## config.mk

```make
export PLATFORM = sky130hd
export DESIGN_NAME = pump_pressure_controller
export DESIGN_NICKNAME = d
export VERILOG_FILES = /design/src/sv/ppc_pkg.sv /design/src/sv/pump_pressure_controller.sv
export SDC_FILE = /design/constraint.sdc
export NUM_CORES = 1
export LEC_CHECK = 0
export ABC_AREA = 1
export BUFFER_PORTS_ARGS = -buffer_cell sky130_fd_sc_hd__buf_2
export CAP_MARGIN = 10
export CELL_PAD_IN_SITES_DETAIL_PLACEMENT = 1
export CELL_PAD_IN_SITES_GLOBAL_PLACEMENT = 1
export CORE_MARGIN = 3
export CORE_UTILIZATION = 50
export CTS_CLUSTER_SIZE = 25
export DETAILED_ROUTE_END_ITERATION = 10
export PLACE_DENSITY_LB_ADDON = 0.05
export SETUP_SLACK_MARGIN = 0.4
export SYNTH_ARGS = -nofsm -noshare
export SYNTH_HDL_FRONTEND = slang
export SYNTH_SLANG_ARGS = --single-unit
export TNS_END_PERCENT = 50
```

## constraint.sdc

```tcl
create_clock -name clk -period 5.61 [get_ports clk]
set_input_delay 0.8415 -clock clk [delete_from_list [all_inputs] [get_ports clk]]
set_output_delay 0.8415 -clock clk [all_outputs]
set_load 0.01 [all_outputs]
```

## src/sv/ppc_pkg.sv

```systemverilog
// types, constants and codes shared by the pump pressure controller
package ppc_pkg;

    localparam int PRESSURE_WIDTH = 16;
    localparam int TIME_WIDTH     = 32;
    localparam int CFG_IDX_WIDTH  = 3;
    localparam int CFG_DATA_WIDTH = (TIME_WIDTH > PRESSURE_WIDTH) ? TIME_WIDTH : PRESSURE_WIDTH;

    typedef logic [PRESSURE_WIDTH-1:0] pressure_t;
    typedef logic [TIME_WIDTH-1:0]     ms_t;

    localparam logic [CFG_IDX_WIDTH-1:0] REG_LOW_PRESSURE       = 3'd0;
    localparam logic [CFG_IDX_WIDTH-1:0] REG_HIGH_PRESSURE      = 3'd1;
    localparam logic [CFG_IDX_WIDTH-1:0] REG_EMERGENCY_PRESSURE = 3'd2;
    localparam logic [CFG_IDX_WIDTH-1:0] REG_START_DELAY_MS     = 3'd3;
    localparam logic [CFG_IDX_WIDTH-1:0] REG_MAX_RUN_MS         = 3'd4;
    localparam logic [CFG_IDX_WIDTH-1:0] REG_COOLDOWN_MS        = 3'd5;

    localparam pressure_t RST_LOW_PRESSURE       = PRESSURE_WIDTH'(150);
    localparam pressure_t RST_HIGH_PRESSURE      = PRESSURE_WIDTH'(300);
    localparam pressure_t RST_EMERGENCY_PRESSURE = PRESSURE_WIDTH'(50);
    localparam ms_t       RST_START_DELAY_MS     = TIME_WIDTH'(3000);
    localparam ms_t       RST_MAX_RUN_MS         = TIME_WIDTH'(600000);
    localparam ms_t       RST_COOLDOWN_MS        = TIME_WIDTH'(60000);

    localparam logic [1:0] PHASE_CODE_OFF   = 2'd0;
    localparam logic [1:0] PHASE_CODE_DELAY = 2'd1;
    localparam logic [1:0] PHASE_CODE_ON    = 2'd2;
    localparam logic [1:0] PHASE_CODE_ESTOP = 2'd3;

    localparam logic [1:0] EVENT_NONE      = 2'd0;
    localparam logic [1:0] EVENT_RUNTIME   = 2'd1;
    localparam logic [1:0] EVENT_EMERGENCY = 2'd2;
    localparam logic [1:0] EVENT_COOLDOWN  = 2'd3;

    typedef enum logic [3:0] {
        PH_OFF   = 4'b0001,
        PH_DELAY = 4'b0010,
        PH_ON    = 4'b0100,
        PH_ESTOP = 4'b1000
    } phase_t;

    typedef struct packed {
        pressure_t pressure;
        ms_t       now_ms;
    } in_item_t;

    typedef struct packed {
        logic       pump_on;
        logic [1:0] phase_code;
        logic [1:0] event_code;
    } out_item_t;

endpackage

```

## src/sv/pump_pressure_controller.sv

```systemverilog
// pump pressure controller: sample register, phase logic and result register
//
//  channel  | handshake                 | payload
//  ---------+---------------------------+-----------------------------------
//  in       | in_valid / in_ready       | in_data   (pressure, now_ms)
//  out      | out_valid / out_ready     | out_data  (pump_on, phase_code, event_code)
//  cfg      | cfg_we                    | cfg_index, cfg_data
//
// one transaction per cycle sustained while out_ready is high
// the sample register feeds the phase compare/subtract logic, which loads the result register
// in_ready is high while the sample or result register is empty or the result is being taken
// reset: pump off, phase off, thresholds and timers at their defaults
module pump_pressure_controller
(
    input  logic                                 clk,
    input  logic                                 rst_n,
    input  logic                                 in_valid,
    output logic                                 in_ready,
    input  ppc_pkg::in_item_t                    in_data,
    output logic                                 out_valid,
    input  logic                                 out_ready,
    output ppc_pkg::out_item_t                   out_data,
    input  logic                                 cfg_we,
    input  logic [ppc_pkg::CFG_IDX_WIDTH-1:0]    cfg_index,
    input  logic [ppc_pkg::CFG_DATA_WIDTH-1:0]   cfg_data
);
    import ppc_pkg::*;

    pressure_t low_pressure_reg;
    pressure_t high_pressure_reg;
    pressure_t emergency_pressure_reg;
    ms_t       start_delay_ms_reg;
    ms_t       max_run_ms_reg;
    ms_t       cooldown_ms_reg;

    in_item_t  sample_reg;
    logic      sample_valid_reg;
    out_item_t result_reg;
    logic      result_valid_reg;

    phase_t    phase_reg;
    phase_t    phase_next;
    ms_t       phase_start_reg;
    ms_t       phase_start_next;
    logic      drive_reg;
    logic      drive_next;
    logic [1:0] event_next;
    logic [1:0] phase_code_next;

    ms_t  elapsed;
    logic is_low;
    logic is_high;
    logic is_emerg;
    logic advance;

    assign advance   = sample_valid_reg && (!result_valid_reg || out_ready);
    assign in_ready  = !sample_valid_reg || !result_valid_reg || out_ready;
    assign out_valid = result_valid_reg;
    assign out_data  = result_reg;

    // configuration registers
    always_ff @(posedge clk or negedge rst_n)
    begin
        if (!rst_n)
        begin
            low_pressure_reg       <= RST_LOW_PRESSURE;
            high_pressure_reg      <= RST_HIGH_PRESSURE;
            emergency_pressure_reg <= RST_EMERGENCY_PRESSURE;
            start_delay_ms_reg     <= RST_START_DELAY_MS;
            max_run_ms_reg         <= RST_MAX_RUN_MS;
            cooldown_ms_reg        <= RST_COOLDOWN_MS;
        end
        else if (cfg_we)
        begin
            unique case (cfg_index)
                REG_LOW_PRESSURE:       low_pressure_reg       <= cfg_data[PRESSURE_WIDTH-1:0];
                REG_HIGH_PRESSURE:      high_pressure_reg      <= cfg_data[PRESSURE_WIDTH-1:0];
                REG_EMERGENCY_PRESSURE: emergency_pressure_reg <= cfg_data[PRESSURE_WIDTH-1:0];
                REG_START_DELAY_MS:     start_delay_ms_reg     <= cfg_data[TIME_WIDTH-1:0];
                REG_MAX_RUN_MS:         max_run_ms_reg         <= cfg_data[TIME_WIDTH-1:0];
                REG_COOLDOWN_MS:        cooldown_ms_reg        <= cfg_data[TIME_WIDTH-1:0];
                default:                ;
            endcase
        end
    end

    // sample register
    always_ff @(posedge clk or negedge rst_n)
    begin
        if (!rst_n)
        begin
            sample_valid_reg <= 1'b0;
        end
        else if (in_ready)
        begin
            sample_valid_reg <= in_valid;
        end
    end

    always_ff @(posedge clk)
    begin
        if (in_valid && in_ready)
        begin
            sample_reg <= in_data;
        end
    end

    // phase logic
    assign elapsed  = sample_reg.now_ms - phase_start_reg;
    assign is_low   = sample_reg.pressure <= low_pressure_reg;
    assign is_high  = sample_reg.pressure >= high_pressure_reg;
    assign is_emerg = sample_reg.pressure < emergency_pressure_reg;

    always_comb
    begin
        phase_next       = phase_reg;
        phase_start_next = phase_start_reg;
        drive_next       = drive_reg;
        event_next       = EVENT_NONE;
        unique case (phase_reg)
            PH_OFF:
            begin
                if (is_low)
                begin
                    phase_next       = PH_DELAY;
                    phase_start_next = sample_reg.now_ms;
                end
            end
            PH_DELAY:
            begin
                if (!is_low)
                begin
                    phase_next       = PH_OFF;
                    phase_start_next = sample_reg.now_ms;
                end
                else if (elapsed >= start_delay_ms_reg)
                begin
                    drive_next       = 1'b1;
                    phase_next       = PH_ON;
                    phase_start_next = sample_reg.now_ms;
                end
            end
            PH_ON:
            begin
                if (elapsed >= max_run_ms_reg)
                begin
                    drive_next       = 1'b0;
                    phase_next       = PH_ESTOP;
                    phase_start_next = sample_reg.now_ms;
                    event_next       = EVENT_RUNTIME;
                end
                else if (is_emerg)
                begin
                    drive_next       = 1'b0;
                    phase_next       = PH_ESTOP;
                    phase_start_next = sample_reg.now_ms;
                    event_next       = EVENT_EMERGENCY;
                end
                else if (is_high)
                begin
                    drive_next       = 1'b0;
                    phase_next       = PH_OFF;
                    phase_start_next = sample_reg.now_ms;
                end
            end
            PH_ESTOP:
            begin
                if (elapsed >= cooldown_ms_reg)
                begin
                    phase_next       = PH_OFF;
                    phase_start_next = sample_reg.now_ms;
                    event_next       = EVENT_COOLDOWN;
                end
            end
            default:
            begin
                phase_next = PH_OFF;
            end
        endcase
    end

    always_comb
    begin
        unique case (phase_next)
            PH_OFF:   phase_code_next = PHASE_CODE_OFF;
            PH_DELAY: phase_code_next = PHASE_CODE_DELAY;
            PH_ON:    phase_code_next = PHASE_CODE_ON;
            PH_ESTOP: phase_code_next = PHASE_CODE_ESTOP;
            default:  phase_code_next = PHASE_CODE_OFF;
        endcase
    end

    always_ff @(posedge clk or negedge rst_n)
    begin
        if (!rst_n)
        begin
            phase_reg        <= PH_OFF;
            phase_start_reg  <= '0;
            drive_reg        <= 1'b0;
            result_valid_reg <= 1'b0;
        end
        else
        begin
            if (advance)
            begin
                phase_reg       <= phase_next;
                phase_start_reg <= phase_start_next;
                drive_reg       <= drive_next;
            end
            if (advance)
            begin
                result_valid_reg <= 1'b1;
            end
            else if (out_ready)
            begin
                result_valid_reg <= 1'b0;
            end
        end
    end

    // result register
    always_ff @(posedge clk)
    begin
        if (advance)
        begin
            result_reg.pump_on    <= drive_next;
            result_reg.phase_code <= phase_code_next;
            result_reg.event_code <= event_next;
        end
    end

endmodule

```

After elaboration in Yosys (flattened, before gate mapping)
Index checks and enable logic that the tools add are counted.

storage, ports and cells
  logic and storage cells = 85
  flip-flop bits (word level) = 236
  output and inout bits = 7

cells by class
  order comparisons = 6
  add/sub/neg operators = 1
  multiplexer cells = 29
  equal/unequal tests = 16
  reductions and logical operators = 17

operator list
  kind                                                                    number
  32-bit 2-to-1 mux                                                       7
  32-bit case mux with 4 select lines                                     1
  32-bit >= comparator                                                    3
  32-bit subtractor                                                       1
  4-bit 2-to-1 mux                                                        7
  16-bit >= comparator                                                    1
  16-bit <= comparator                                                    1
  16-bit less-than comparator                                             1
  4-bit case mux with 4 select lines                                      1
  2-bit AND reduction                                                     6
  4-bit by 2-bit equality test with 1-bit output (second input constant)  2
  4-bit by 3-bit equality test with 1-bit output (second input constant)  2
  4-bit equality test (second input constant)                             2
  1-bit 2-to-1 mux                                                        7
  3-bit by 2-bit equality test with 1-bit output (second input constant)  2
  3-bit equality test (second input constant)                             2
  2-bit 2-to-1 mux                                                        3
  2-bit case mux with 3 select lines                                      1
  6-bit AND reduction                                                     1
  4-bit by 1-bit equality test with 1-bit output (second input constant)  1
  2-bit inequality test (second input constant)                           2
  4-bit inequality test (second input constant)                           1
  2-bit case mux with 2 select lines                                      1
  4-bit nonzero test                                                      1
  8 further kinds                                                         12

Longest topological paths before layout
Gate-level depths: netlist of the first run.

  word-level depth = 7
  gate-level depth with buffers = 27
  gate-level depth less buffers = 26

Worst setup path before layout of the first run
No wires, ideal clock.

  kind = input-to-reg
  start = input out_ready
  end = register sample_reg[0] (netlist name) (enable)
  buffers on the path = 0
  setup time = 454 ps
  path slack = 2131 ps
  arrival time = 3025 ps
  stages on the path = 4
  data required time = 5156 ps
  cells stage by stage = inv_1 -> nand2_1 -> nor2_1 -> nor2_1

between the ends
  word-level cells in the longest chain between the ends = 2

RTL lines
  what                  RTL line                         text
  start, declared       pump_pressure_controller.sv:21   input logic out_ready,
  1-bit logical OR      pump_pressure_controller.sv:57   assign in_ready = !sample_valid_reg || !result_valid_reg || out_ready;
  1-bit logical AND     pump_pressure_controller.sv:102  if (in_valid && in_ready)
  end signal, assigned  pump_pressure_controller.sv:104  sample_reg <= in_data;
  end, declared         pump_pressure_controller.sv:36   in_item_t sample_reg;

Every way passes these cells.
A chain may end at the register's enable or synchronous reset.

Worst setup path in the final report of the first run
  start = register sample_reg[0] (netlist name)
  end = register result_reg, in the netlist out_data[3], data pin

between the ends
  word-level cells in the longest chain between the ends = 7
  elaborated cells between the ends (all ways) = 13
  classes of those cells = 1 x add/sub; 3 x order compare; 3 x eq/ne; 6 x mux

RTL lines
  what                                               RTL line                         text
  32-bit subtractor (*)                              pump_pressure_controller.sv:109  assign elapsed = sample_reg.now_ms - phase_start_reg;
  32-bit >= comparator                               pump_pressure_controller.sv:136  else if (elapsed >= start_delay_ms_reg)
  4-bit 2-to-1 mux                                   pump_pressure_controller.sv:136
  4-bit 2-to-1 mux                                   pump_pressure_controller.sv:131  if (!is_low)
  4-bit case mux with 4 select lines (*)             pump_pressure_controller.sv:120  unique case (phase_reg)
  4-bit equality test, or another cell as far along  pump_pressure_controller.sv:184  unique case (phase_next)
  2-bit case mux with 3 select lines (*)             pump_pressure_controller.sv:184
  net phase_code_next[1]                             pump_pressure_controller.sv:48   logic [1:0] phase_code_next;
  end, declared                                      pump_pressure_controller.sv:38   out_item_t result_reg;

The timed path passes the listed nets; every way through them passes the cells marked *.

==> summary.md, run 1 <==
The remaining max-slew budget at the tightest pin came out at 0.312. For the netlist area before placement, the log shows 14200 µm². The switching fraction of total power works out to 0.442. Global routing met2 resource utilization: 0.422. Setup repair after global routing left no endpoint under its margin. Entering global routing, the biggest net connects 153 pins. The share of the clock period used by the worst path after layout works out to 0.882. The net count of the mapped netlist was 1968. Minimum hold slack: 0.170 ns. The via count of the first global-routing pass was 12400. Power spread over the standard cell area amounts to 531 nW/µm².

Buffers inserted to repair hold after CTS numbered 0. The most used flip-flop cell after synthesis is sky130_fd_sc_hd__dfrtp_1. The layout overhead on the synthesized area was 12.7%; the horizontal die dimension was 174 µm.

The synthesized-area fraction occupied by adder cells was 0.155; the cell count after synthesis was 1705. The first global-routing pass estimated 65000 µm of wire. The reg-to-reg critical path startpoint was sample_reg[0]. The clock passes through at most 3 buffers.

The total global routing overflow was 0; the site row count was 61. The xor/xnor cell area share of the yosys netlist is 0.0161, and the slew at the pin with the worst max-slew slack is 1.03 ns. Post-CTS timing repair inserted 0 buffers for setup. After clock tree synthesis, the clock-pin slew on the worst setup and hold paths is 0.06 ns.

The critical path starts at sample_reg[0]. The proportion of layout cells with a drive suffix above 1 is 0.112. By count the netlist is led by 423 x sky130_fd_sc_hd__nand2_1, 287 x sky130_fd_sc_hd__inv_1, 181 x sky130_fd_sc_hd__o21ai_0, 174 x sky130_fd_sc_hd__ha_1, 149 x sky130_fd_sc_hd__dfrtp_1. For the leakage power figure, the log shows 0.00811 µW. Kind of capture point of the worst setup path: a register.

STA puts the critical path data required time at 5.90 ns. The cell type with the highest aggregate area in the netlist is sky130_fd_sc_hd__dfrtp_1. Synthesis inferred 236 register bits. The final cell count without fillers was 2201. The run gives 1 as the count of H-tree levels built during CTS.

Clock network fraction of total power: 0.212. For this run, the number of Yosys warnings is 0. The cell area after layout is 16000 µm², and the number of buffers created by CTS is 29.

The start-to-end type of the worst setup path is register to register. Final routed DRC violation total: 0. The met1 capacity usage during global routing was 0.385; the clock latency of the later-clocked register in the worst-skew pair was 0.55 ns.

The logs give 0.00914 ns for the final clock skew and 3750 µW for the switching power total. The largest fanout of any net on the critical path is 33, and the number of cell instances on the worst register-to-register path is 20. The floorplan step defined a core boundary enclosing 27900 µm². The sequential fraction of the synthesis area was 0.438. In the post-synthesis netlist, the cell with the most instances is sky130_fd_sc_hd__nand2_1. The sum of net half-perimeters after detailed placement was 29400 µm; the number of synthesized flops with an enable pin was 53. The largest family of logic cells by synthesized area is simple AND/OR/NAND/NOR gates. The die span in y is 174 µm, and the post-detailed-route count of antenna-violating nets is 0. The run gives 0.509 as the initial cell density of the core. The run finished with clean final reports.

The logs give 11700 for the vias after detailed routing and 0 for the count of final hold-check violations. The number of cells in the design after placement was 2146. Across the run, the number of max-cap violations was 0. Clock tree synthesis selected as its root buffer the cell sky130_fd_sc_hd__clkbuf_16. Layer carrying the most global-route usage: met2. After synthesis, the cell types taking the most area are sky130_fd_sc_hd__dfrtp_1 26%, sky130_fd_sc_hd__ha_1 15%, sky130_fd_sc_hd__edfxtp_1 11%, sky130_fd_sc_hd__nand2_1 11%, sky130_fd_sc_hd__inv_1 7.6%. The placed instances occupy a cell area of 15000 µm².

After detailed routing, the number of vias per cell comes to 5.34. The final setup TNS was 0 ns. STA puts the critical path data arrival time at 5.24 ns. The aggregate routed wire length came out at 39600 µm. The logs give 0 for the number of endpoints failing setup at the final stage and 2063 for the final net count. The destination of the worst register-to-register timing path is out_data[3]. The worst setup path is launched from a register.

The achievable clock frequency was 0.202 GHz. The distinct cell type count after synthesis was 41. The share of the synthesized area in compound gates (AO/OA/AOI/OAI) came out at 0.121. Number of ports placed on the die boundary: 95. The run gives 0.574 as the post-layout utilization of the core. For the met3 global-route usage, the log shows 0.0321. A synthesized cell averages 8.32 µm². The post-synthesis share of cell area spent on and, or, nand and nor gates is 0.180, and the sequential cell fraction of total power is 0.279. The run gives 0 as the number of antenna violations at the first check in global routing.

The most critical setup path has its endpoint at out_data[3]. The area of the die came out at 30400 µm². For the combinational group share of total power, the log shows 0.509. The tools report the flop-to-flop setup slack as 0.66 ns.

Async set or reset register ratio after synthesis: 0.775. The register with the most flip-flops in the layout has 48 of them. The pre-antenna-repair detailed-routing pass consisted of 5 iterations.

The class of the tightest hold or removal check was primary input to asynchronous set/reset pin. The logs give 0.000393 V for the worst supply voltage drop on vdd and 0 for the number of antenna diodes. The first-iteration detailed-routing DRC count is 568, and the count of port buffers added during placement is 94. The routed wirelength normalized by instance count is 18.0 µm, and the number of pins exceeding their max-slew limit in the final report is 0.

After layout, the minimum clock period comes to 4.95 ns. The tools report the post-CTS resize count as 0. Total global-route track usage: 0.263. TritonCTS built the clock tree. The multiplexer share of the synthesized area was 0; the count of clock tree sinks was 236. The area share of the largest cell type after synthesis is 0.263, and the final weighted congestion of routability-driven global placement is 0.893. Cell internal power was estimated by the tool at 4740 µW.
[through the flow]
| stage | worst slack (ns) | total power (µW) |
|---|---|---|
| 5_1_grt | 0.501 | 9290 |
| 2_1_floorplan | 2.13 | 5350 |
| 3_3_place_gp | 1.11 | 6420 |
| 4_1_cts | 0.776 | 8540 |
| 3_5_place_dp | 0.904 | 6670 |
| 6_report | 0.662 | 8490 |
[routing by layer]
metal | wire [µm] | vias to the layer above | share of wire
li1 | - | 5751 | -
met1 | 19500 | 5756 | 0.49
met2 | 17900 | 190 | 0.45
met3 | 1460 | 48 | 0.037
met4 | 724 | 0 | 0.018
met5 | 0 | - | 0
[worst max-delay path, stage by stage, from the launching register on]
cell and delay (ns):
sky130_fd_sc_hd__edfxtp_1 0.42, sky130_fd_sc_hd__inv_1 0.09, sky130_fd_sc_hd__ha_1 0.14, sky130_fd_sc_hd__inv_1 0.07
sky130_fd_sc_hd__fa_1 0.44, sky130_fd_sc_hd__a31oi_1 0.39, sky130_fd_sc_hd__o21ai_1 0.24, sky130_fd_sc_hd__a21oi_1 0.30
sky130_fd_sc_hd__o21ai_1 0.16, sky130_fd_sc_hd__xor2_1 0.45, sky130_fd_sc_hd__ha_1 0.21, sky130_fd_sc_hd__nand2_1 0.07
sky130_fd_sc_hd__nor2_1 0.10, sky130_fd_sc_hd__nand2_1 0.10, sky130_fd_sc_hd__nor4_2 0.31, sky130_fd_sc_hd__nand3_1 0.22
sky130_fd_sc_hd__nand4_2 0.20, sky130_fd_sc_hd__buf_4 0.42, sky130_fd_sc_hd__nand3b_1 0.18, sky130_fd_sc_hd__inv_1 0.10
sky130_fd_sc_hd__nand3_1 0.08
[how the worst min path moves through the flow]
stage,from,to,slack (ns),cells after the start
floorplan,phase_start_reg[10],phase_start_reg[10],0.44,2
global placement,phase_start_reg[30],phase_start_reg[30],0.45,2
detailed placement,phase_start_reg[4],phase_start_reg[4],0.46,2
CTS,rst_n,low_pressure_reg[0],0.16,1
global route,rst_n,cooldown_ms_reg[4],0.18,1
finish,rst_n,cooldown_ms_reg[4],0.17,1
[layout make-up]
| type | instances | area, µm² |
|---|---|---|
| Sequential cell | 236 | 6210 |
| Multi-Input combinational cell | 1139 | 6720 |
| Fill cell | 3406 | 11900 |
| Tap cell | 378 | 473 |
| Inverter | 291 | 1090 |
| Timing Repair Buffer | 103 | 564 |
| Clock buffer | 36 | 815 |
| Clock inverter | 18 | 116 |
[power by group through the flow]
stage	clock network (µW)	logic [µW]	registers, µW
6_report	1800	4320	2370
5_1_grt	1910	4970	2410
4_1_cts	1850	4320	2370
3_5_place_dp	0	4280	2390
3_3_place_gp	0	4040	2370
2_1_floorplan	0	3020	2330
[cells by family after synthesis]
logic type,Yosys count
flops,236
compound gates,325
fa+ha+maj,175
simple gates,613
buf+inv,330
xor+xnor,26
[placed cells by master, fill, tap and decap left out, types with 4 or more instances in the layout]
cell type                   count
sky130_fd_sc_hd__dfrtp_1      149
sky130_fd_sc_hd__dfstp_2       34
sky130_fd_sc_hd__inv_6          4
sky130_fd_sc_hd__inv_1        287
sky130_fd_sc_hd__a21oi_1      100
sky130_fd_sc_hd__xnor2_1        6
sky130_fd_sc_hd__o21bai_1       7
sky130_fd_sc_hd__edfxtp_1      53
sky130_fd_sc_hd__a31oi_1        8
sky130_fd_sc_hd__buf_2         93
sky130_fd_sc_hd__o21a_1         9
sky130_fd_sc_hd__a21o_1         7
sky130_fd_sc_hd__nor3_1         9
sky130_fd_sc_hd__xor2_1        20
sky130_fd_sc_hd__o21ai_1        6
sky130_fd_sc_hd__buf_4          7
sky130_fd_sc_hd__o21ai_0      181
sky130_fd_sc_hd__nand3_1       30
sky130_fd_sc_hd__nand2_1      421
sky130_fd_sc_hd__nor2_1        83
sky130_fd_sc_hd__nand4_1       48
sky130_fd_sc_hd__clkinv_2       7
sky130_fd_sc_hd__nor4_1         4
sky130_fd_sc_hd__ha_1         174
sky130_fd_sc_hd__clkbuf_16     31
Note: power is estimated with default switching activity, not from simulation.
==> run 2, diff against run 1 <==
CORE_UTILIZATION = 47   (was 50)
SKIP_CTS_REPAIR_TIMING = 1   (was not set)
clock period = 5.25 ns   (was 5.61 ns; I/O delays follow)
==> run 2 against run 1 <==
Effect of this change:
- die area increased by 6.2%
- sequential share of layout area decreased by 0.21 points
- combinational power increased by 8.1%
- utilization decreased by 2.4 points
- critical path depth decreased by 1
- sequential cell count unchanged
- design area increased by 0.54%
- cell count increased by 0.45%
- register-to-register slack got worse by 0.03 ns
- wire length increased by 2.7%
- global-route usage decreased by 1.8 points
- fmax increased by 7.1%
- critical path type unchanged
==> summary.md, run 2 (synthesis results as in run 1) <==
The flow ran to the end, and the final reports show no timing, DRC or antenna violations. The clock passes through at most 3 buffers. The number of ports placed on the die boundary was 95; the count of port buffers added during placement was 94. The run gives 0 as the count of final hold-check violations. The remaining max-slew budget at the tightest pin is 0.295, and the routed via count divided by cell count is 5.34. Global routing finished with a remaining overflow of 0.

The element type at the critical path start is a register. The region available for standard cell placement spans 29200 µm². In this run the cell area measured after placement is 15100 µm². The total power consumption of the routed design was 9100 µW; the final-layout fill cell count was 3521. For this block, the initial DRC count from the detailed router was 594. For this run, design rule violations remaining after detail routing come to 0.

Final weighted congestion of routability-driven global placement: 0.896. Setup violations remaining at the end of the flow were counted as 0. The tools report the via count of the first global-routing pass as 12500. Leaving out fill and tap cells, the most frequent cells in the layout are 421 x sky130_fd_sc_hd__nand2_1, 287 x sky130_fd_sc_hd__inv_1, 181 x sky130_fd_sc_hd__o21ai_0.

The number of cells in the design after placement was 2152. The first detailed-routing pass took 5 iterations. The run gives 0.0196 ns as the final clock skew. Kind of capture point of the worst setup path: a register.

The number of pins exceeding their max-slew limit in the final report is 0. Setup repair after global routing left no endpoint under its margin. The critical path launch point was sample_reg[0]. STA puts the critical path data required time at 5.72 ns. The wire length of the first global-routing pass is 65100 µm. In this run the number of cells on the critical path is 19.

The category of cells accounting for the largest share of critical-path delay was simple AND/OR/NAND/NOR gates. The cell area after layout is 16100 µm², and the worst supply voltage drop on vdd is 0.000294 V. Setup total negative slack on the finished layout was measured at 0 ns.

The cell at the slowest stage of the critical path is sky130_fd_sc_hd__xor2_1. Excluding fillers, the count of instances in the completed layout stands at 2211. The total global-route track usage was 0.244. The tools report the aggregate routed wire length as 40600 µm.

The run gives 0.55 ns as the clock latency of the later-clocked register in the worst-skew pair. Share of the clock period used by the worst path after layout: 0.880. The smallest clock period supported by the final layout is computed as 4.62 ns. The number of antenna diodes is 0. The start-to-end type of the worst setup path is register to register.

The clock drives 236 sinks. Final net count: 2068. In this design, the stage delay of the slowest critical-path cell is 0.44 ns.

The power density of the placed cells came out at 566 nW/µm². TritonCTS built the clock tree. Area of the die: 32300 µm². Of all nets on the critical path, the largest fanout is 32. The number of clock buffers added by TritonCTS is 28. The horizontal die dimension came out at 180 µm. The routed wirelength normalized by instance count is 18.4 µm.

The root buffer cell chosen for the clock tree is sky130_fd_sc_hd__clkbuf_16. In the final layout, the multi-input gates occupy 6760 µm². Leaving out fill and tap cells, the most frequent cell in the layout is sky130_fd_sc_hd__nand2_1. Across the run, the number of max-cap violations was 0. The run gives 0 as the post-detailed-route count of antenna-violating nets. The largest net degree at the start of global routing is 94.

The register with the most flip-flops in the layout has 48 of them. For the pin with the worst max-slew slack, the measured transition is 1.06 ns. The run gives 6210 µm² as the area occupied by registers. Setup slack on the worst reg-to-reg path comes out at 0.63 ns. The tools report the reg-to-reg critical path startpoint as sample_reg[0]. The critical path goes through inv_1 > ha_1 > inv_1 > fa_1 > a31oi_1 > o21ai_1 > a21oi_1 > o21ai_1 > xor2_1 > ha_1 > nand2_1 > nor2_1 > nand2_1 > nor4_2 > nand3_1 > nand4_4 > buf_6 > nand4_1 > nand2_1. The proportion of layout cells with a drive suffix above 1 is 0.112, and the leakage power figure is 0.00815 µW. The logs give 0.216 GHz for the achievable clock frequency and 29200 µm for the sum of net half-perimeters after detailed placement. The logs give 11800 for the vias after detailed routing and 0 for the number of antenna violations at the first check in global routing. The destination of the worst register-to-register timing path is phase_start_reg[2]. The library cell appearing most often on the critical path was sky130_fd_sc_hd__nand2_1. The class of the tightest hold or removal check was primary input to asynchronous set/reset pin. The die span in y is 180 µm.

Data on the critical path arrives at its endpoint at 5.09 ns. The clock-pin transition on the worst setup and hold timing paths is 0.06 ns, and the count of H-tree levels built during CTS is 1. The initial cell density of the core is 0.485. The initialized floorplan defines 62 standard-cell rows. The number of cell instances on the worst register-to-register path is 19. Counting both buffers and inverters, the worst setup path holds a total of 3. The area growth from synthesis to layout is 13.3%.
run 2: changes by cell type in the layout (fill, tap and decap cells not counted), sizes merged, moves of 2 or more:
cell    delta
buf        +4
clkbuf     +4
clkinv     -2
inv        -4
run 2: cell type report:
class,count,area share
multi-input cells,1141,0.420
flip-flops and latches,236,0.386
inverters,291,0.0679
clock buffers,40,0.0507
repair buffers,107,0.0388
well taps,384,0.0299
clock inverters,12,0.00591
run 2: how the worst max path moves through the flow:
stage / end / slack [ns]
after floorplan: sample_reg[0] / 1.82
after global placement: phase_start_reg[31] / 0.31
after detailed placement: phase_start_reg[2] / 0.18
after CTS: phase_start_reg[28] / 0.13
after global routing: phase_start_reg[29] / 0.41
final: phase_start_reg[2] / 0.63
run 2: where the power goes:
group,leakage (µW),switching [µW],internal (µW),total (µW)
clock network,0.000449,778,1130,1900
logic,0.00496,2980,1690,4670
registers,0.00274,227,2310,2530
total,0.00815,3990,5120,9100
run 2: through the flow:
step	util	setup slack, ns	hold slack [ns]
after floorplan	-	1.82	0.442
after global placement	0.515	0.306	0.455
after detailed placement	0.515	0.176	0.459
after CTS	0.546	0.131	0.378
after global routing	0.550	0.414	0.393
final	0.550	0.630	0.353
run 2: layer usage:
metal / up-vias / wire length, µm / GRT usage
li1: 5760 / - / -
met1: 5806 / 19600 / 0.351
met2: 207 / 18600 / 0.403
met3: 39 / 1700 / 0.0317
met4: 0 / 683 / 0.0436
met5: - / 0 / 0
